<file path="config.mk">
export PLATFORM = sky130hd
export DESIGN_NAME = bsc_temp
export DESIGN_NICKNAME = d
export VERILOG_FILES = /design/src/hw/rtl/baro_sensor_compensation_assert.svh /design/src/hw/rtl/bsc_pkg.sv /design/src/hw/rtl/bsc_temp.sv
export SDC_FILE = /design/constraint.sdc
export NUM_CORES = 2
export LEC_CHECK = 0
export BUFFER_PORTS_ARGS = -buffer_cell sky130_fd_sc_hd__buf_2
export CORE_MARGIN = 3
export CORE_UTILIZATION = 40
export CTS_CLUSTER_DIAMETER = 40
export DETAILED_ROUTE_END_ITERATION = 8
export GPL_ROUTABILITY_DRIVEN = 0
export PLACE_DENSITY_LB_ADDON = 0.15
export SYNTH_ARGS = -nofsm -noshare
export SYNTH_HDL_FRONTEND = slang
export SYNTH_SLANG_ARGS = --single-unit
</file>
<file path="constraint.sdc">
create_clock -name clock -period 7.3 [get_ports clock]
set_input_delay 1.46 -clock clock [delete_from_list [all_inputs] [get_ports clock]]
set_output_delay 1.46 -clock clock [all_outputs]
set_load 0.005 [all_outputs]
</file>
<file path="src/hw/rtl/baro_sensor_compensation_assert.svh">
// ----------------------------------------------------------------------------
// Barometer compensation assertion macros
// Shared concurrent assertion forms for the compensation block.
// ----------------------------------------------------------------------------
`ifndef BARO_SENSOR_COMPENSATION_ASSERT_SVH
`define BARO_SENSOR_COMPENSATION_ASSERT_SVH

// Same-cycle implication, disabled during reset.
`define BSC_ASSERT_IMP(label, clk, rst, ante, cons) \
   label: assert property (@(posedge clk) disable iff (rst) (ante) |-> (cons)) \
      else $error("barometer compensation: same-cycle check failed");

// Next-cycle implication, disabled during reset.
`define BSC_ASSERT_NXT(label, clk, rst, ante, cons) \
   label: assert property (@(posedge clk) disable iff (rst) (ante) |=> (cons)) \
      else $error("barometer compensation: next-cycle check failed");

`endif

</file>
<file path="src/hw/rtl/bsc_pkg.sv">
// ----------------------------------------------------------------------------
// Barometer compensation package
// Shared types, constants and fixed-point helpers.
// ----------------------------------------------------------------------------
package bsc_pkg;

   localparam int unsigned RawWidth    = 24;
   localparam int unsigned CentiWidth  = 16;
   localparam int unsigned PressWidth  = 18;
   localparam int unsigned TempRegW    = 40;
   localparam int unsigned PressRegW   = 64;
   localparam int unsigned CsrIdxW     = 2;
   localparam int unsigned ReqDataW    = 48;
   localparam int unsigned RspDataW    = 40;
   localparam int unsigned TempStages  = 5;
   localparam int unsigned PressStages = 7;
   localparam int unsigned Latency     = TempStages + PressStages;

   localparam logic [CsrIdxW-1:0] CSR_CALIB_TEMP    = 2'd0;
   localparam logic [CsrIdxW-1:0] CSR_CALIB_PRESS_A = 2'd1;
   localparam logic [CsrIdxW-1:0] CSR_CALIB_PRESS_B = 2'd2;

   typedef struct packed {
      logic [15:0] t1;
      logic [15:0] t2;
      logic [7:0]  t3;
      logic [15:0] p1;
      logic [15:0] p2;
      logic [7:0]  p3;
      logic [7:0]  p4;
      logic [15:0] p5;
      logic [15:0] p6;
      logic [7:0]  p7;
      logic [7:0]  p8;
      logic [15:0] p9;
      logic [7:0]  p10;
      logic [7:0]  p11;
   } calib_type;

   function automatic calib_type unpack_calib(input logic [TempRegW-1:0] ct,
                                              input logic [PressRegW-1:0] pa,
                                              input logic [PressRegW-1:0] pb);
      calib_type c;
      c.t1  = ct[15:0];
      c.t2  = ct[31:16];
      c.t3  = ct[39:32];
      c.p1  = pa[15:0];
      c.p2  = pa[31:16];
      c.p3  = pa[39:32];
      c.p4  = pa[47:40];
      c.p5  = pa[63:48];
      c.p6  = pb[15:0];
      c.p7  = pb[23:16];
      c.p8  = pb[31:24];
      c.p9  = pb[47:32];
      c.p10 = pb[55:48];
      c.p11 = pb[63:56];
      return c;
   endfunction

   // Signed division by 2^k that truncates toward zero.
   function automatic logic signed [63:0] shr_tz(input logic signed [63:0] x,
                                                 input int unsigned k);
      logic signed [63:0] bias;
      bias = x[63] ? ((64'sd1 <<< k) - 64'sd1) : 64'sd0;
      return (x + bias) >>> k;
   endfunction

endpackage

</file>
<file path="src/hw/rtl/bsc_temp.sv">
// ----------------------------------------------------------------------------
// Barometer compensation temperature stages
// Five register stages from raw count to linear temperature and centi-degrees.
// ----------------------------------------------------------------------------
module bsc_temp (
   input  logic                              clock,
   input  logic                              adv,
   input  bsc_pkg::calib_type                cal,
   input  logic [bsc_pkg::RawWidth-1:0]      raw_t,
   input  logic [bsc_pkg::RawWidth-1:0]      raw_p,
   output logic signed [23:0]                tsat,
   output logic signed [bsc_pkg::CentiWidth-1:0] centi,
   output logic [bsc_pkg::RawWidth-1:0]      p_out
);
   import bsc_pkg::*;

   logic signed [24:0] d_ff;
   logic signed [41:0] a_ff;
   logic signed [49:0] dd_ff;
   logic signed [59:0] tsum_ff;
   logic signed [27:0] tlin_ff;
   logic signed [23:0] tsat_ff;
   logic signed [CentiWidth-1:0] centi_ff;
   logic [RawWidth-1:0] p_ff [TempStages];

   logic signed [63:0] d_in, a_in, dd_in, tsum_in, tlin_in, cm_in, cq_in;
   logic signed [CentiWidth-1:0] centi_in;
   logic signed [23:0] tsat_in;

   always_comb begin
      d_in    = $signed({40'd0, raw_t}) - $signed({40'd0, cal.t1, 8'd0});
      a_in    = $signed({1'b0, cal.t2}) * d_ff;
      dd_in   = d_ff * d_ff;
      tsum_in = (64'(a_ff) <<< 18) + 64'(dd_ff) * 64'($signed(cal.t3));
      tlin_in = shr_tz(64'(tsum_ff), 32);
      cm_in   = 64'(tlin_ff) * 64'sd25;
      cq_in   = shr_tz(cm_in, 14);
      if (cq_in > 64'sd32767) begin
         centi_in = 16'sh7FFF;
      end else if (cq_in < -64'sd32768) begin
         centi_in = 16'sh8000;
      end else begin
         centi_in = cq_in[15:0];
      end
      if (tlin_ff > 28'sd8388607) begin
         tsat_in = 24'sh7FFFFF;
      end else if (tlin_ff < -28'sd8388608) begin
         tsat_in = 24'sh800000;
      end else begin
         tsat_in = tlin_ff[23:0];
      end
   end

   always_ff @(posedge clock) begin
      if (adv) begin
         d_ff     <= d_in[24:0];
         a_ff     <= a_in[41:0];
         dd_ff    <= dd_in[49:0];
         tsum_ff  <= tsum_in[59:0];
         tlin_ff  <= tlin_in[27:0];
         tsat_ff  <= tsat_in;
         centi_ff <= centi_in;
         p_ff[0]  <= raw_p;
         for (int i = 1; i < TempStages; i++) begin
            p_ff[i] <= p_ff[i-1];
         end
      end
   end

   assign tsat  = tsat_ff;
   assign centi = centi_ff;
   assign p_out = p_ff[TempStages-1];

endmodule

</file>
==> flow_metrics.tcl <==
set metrics [dict create \
    finish.net_count 9229 \
    hold_viol 0 \
    dr.pass1.iters 5 \
    synthFlopType "edfxtp_1" \
    cts_htree_levels 3 \
    rsz0062_at_grt "yes" \
    worst_slack_ns 0.136 \
    row_count 148 \
    fin_cells 9389 \
    fmax_mhz 140 \
    clock-sinks 364 \
    area_growth_syn_to_layout_pct 16.0 \
    grt_usage 0.188 \
    clk_transition_reported_paths_ns 0.06 \
    fin_crit_ns 7.16 \
    die_x_um 412 \
    vias 43962 \
    grt_max_degree 139 \
    setup_tns_ns 0 \
    drt_iter0_drc 1769 \
    grt_pass1_wl_um 255000 \
    grt_pass1_vias 48457 \
    status "completed" \
    clock_latency_ns 0.67 \
    final_cell_area_um2 76500 \
    ctsRootBufferMaster "clkbuf_16" \
    cp-start-kind "flip-flop" \
    r2r_start "d_ff[8]" \
    setup_viol 0 \
    critPathMostFrequentCell "fa_1" \
    critPathRequiredTime_ns 7.81 \
    slowest_stage "fa_1" \
    initial_utilization 0.404 \
    ios 282 \
    die_y_um 412 \
    mostFrequentLayoutCells "inv_1, fa_1, nand2_1" \
    synth_edf_count 364 \
    rr_worst_depth 25 \
    worstPathMaxFanout 15 \
    ys_warn_count 0 \
    synth_cells 6565 \
    cp.buffers_inverters 6 \
    hp-class "flip-flop to flip-flop" \
    synth_top_area_share 0.418 \
    nFillCells 15521 \
    remaining_drc_errors 0 \
    slew_violations 0 \
    cpPeakStageDelay_ns 0.56 \
    dp_hpwl_um 133000 \
    fin_skew_ns 0.0451 \
    async_reset_ff_frac 0 \
    drive_gt1_frac 0.140 \
    totalWireLength_um 154000 \
    post_synth_num_cell_types 94 \
    layout_commonest_cell "inv_1" \
    period_share 0.981 \
    avgSynthCellArea_um2 10.0 \
    tightest_slew_ns 0.919 \
    globalRouteOverflowTotal 0 \
    cp_num_cells 25 \
    viasPerCell 4.68 \
    yosys-top-cells-area "fa_1, edfxtp_1, inv_1" \
    syn_area_um2 66000 \
    dpl_cell_area_um2 73200 \
    ys_seq_elements 364 \
    crit_type "flip-flop to flip-flop" \
    ant_nets 0 \
    cp_top_family "adder cells" \
    slew_headroom 0.387 \
    arrival_ns 7.68 \
    cts_tree "done" \
    core_area_um2 163000 \
    endpoint "dd_ff[49]" \
    clock_path_buffers 3 \
    dieArea_um2 170000 \
    ys_seq_area_frac 0.166 \
    maxCapViolCount 0 \
    crit_path_start "d_ff[8]" \
    place_ws_ns -0.698 \
    yosysTopAreaCell "fa_1" \
    holdBufCountCts 0 \
    portBuffers 153 \
    rrSetupSlack_ns 0.14 \
    wl_per_cell_um 16.4 \
    dp.cells 9227 \
    antenna_found_initial 6 \
    r2r-end "dd_ff[49]" \
    cts_made_buffers 73 \
    endpoint_kind "flip-flop" \
    syn_nets 8642 \
]
## registers in the layout (all words and copies together) (netlist names)
| name | count |
|---|---|
| a_ff | 42 |
| d_ff | 25 |
| tsum_ff | 60 |
| p_ff | 120 |
| dd_ff | 49 |
| tlin_ff | 28 |
| tsat | 24 |
| centi | 16 |
## per-layer routing
| layer | part of all wire | vias up | GRT usage |
|---|---|---|---|
| li1 | - | 21047 | - |
| met2 | 0.48 | 621 | 0.320 |
| met3 | 0.041 | 144 | 0.0274 |
| met5 | 0 | - | 0 |
| met1 | 0.46 | 22150 | 0.256 |
| met4 | 0.017 | 0 | 0.0387 |
## synth_stat cells (5+ instances only)
| library cell | n |
|---|---|
| a211oi_1 | 13 |
| nand3_1 | 53 |
| nor2_1 | 168 |
| o31a_1 | 7 |
| xnor2_1 | 163 |
| o21ai_1 | 7 |
| nand2_1 | 680 |
| nand2b_1 | 71 |
| nor2b_1 | 40 |
| o21ai_0 | 86 |
| inv_1 | 1651 |
| or3_1 | 11 |
| o21a_1 | 25 |
| a31o_2 | 7 |
| and2_1 | 475 |
| o22ai_2 | 10 |
| o31ai_1 | 11 |
| and3_1 | 26 |
| a21o_1 | 123 |
| o21bai_1 | 17 |
| a31oi_1 | 18 |
| edfxtp_1 | 364 |
| fa_1 | 1379 |
| ha_1 | 480 |
| nor4_1 | 7 |
| nand4_1 | 32 |
| a21boi_0 | 10 |
| clkbuf_1 | 192 |
| a211o_1 | 6 |
| nor3_1 | 30 |
| nand3b_1 | 7 |
| a221oi_1 | 6 |
| mux2i_1 | 5 |
| o211ai_1 | 15 |
| a21oi_1 | 149 |
| a311o_1 | 5 |
| or2_2 | 9 |
| buf_4 | 27 |
| a2111oi_0 | 6 |
| xor2_1 | 71 |
| o22ai_1 | 6 |
| o2111ai_1 | 7 |
## cell type report
class	instances	area, um^2	area share
Multi-Input combinational cell	4321	48300	0.631
Sequential cell	364	10900	0.143
Inverter	1653	6210	0.0812
Timing Repair Buffer	739	5790	0.0757
Tap cell	2175	2720	0.0356
Clock buffer	82	1860	0.0243
Clock inverter	52	692	0.00904
Antenna cell	3	7.51	0.0000981
## cells by family (layout without fill, tap and decap cells)
| logic type | count (synthesis) | in the layout | share of synthesized area |
|---|---|---|---|
| buffers and inverters | 1880 | 2526 | 0.109 |
| and+or+nand+nor | 1631 | 1631 | 0.122 |
| DFF | 364 | 364 | 0.166 |
| AOI/OAI and AO/OA | 587 | 587 | 0.0612 |
| xor gates and xnor gates | 234 | 234 | 0.0311 |
| adders and majority gates | 1859 | 1859 | 0.510 |
| muxes | 8 | 8 | 0.00127 |
| other | 2 | 5 | 0.000114 |
## what timing repair did
action                     in CTS  in global routing
cloned                          0                  2
hold endpoints to repair        0                  0
pin swaps                      12                 61
resized for setup              28                101
setup buffers                   3                 20
setup endpoints to repair      15                 36
## worst min-delay path by stage
stage	to	depth (start not counted)	slack, ns	startpoint
2_1_floorplan	p_ff[0][100]	0	0.40	p_ff[0][76]
3_3_place_gp	p_ff[0][113]	0	0.40	p_ff[0][89]
3_5_place_dp	p_ff[0][118]	0	0.40	p_ff[0][94]
4_1_cts	p_ff[0][45]	0	0.41	p_ff[0][21]
5_1_grt	p_ff[0][45]	0	0.41	p_ff[0][21]
6_report	p_ff[0][67]	0	0.41	p_ff[0][43]
## stage by stage
stage | util | hold WS, ns
finish | 0.468 | 0.408
detailed placement | 0.448 | 0.405
global route | 0.468 | 0.412
floorplan | - | 0.400
CTS | 0.465 | 0.408
global placement | 0.448 | 0.400
Power is not shown: default switching activity piles up to over one toggle a cycle in this logic, so the estimate is an artifact.
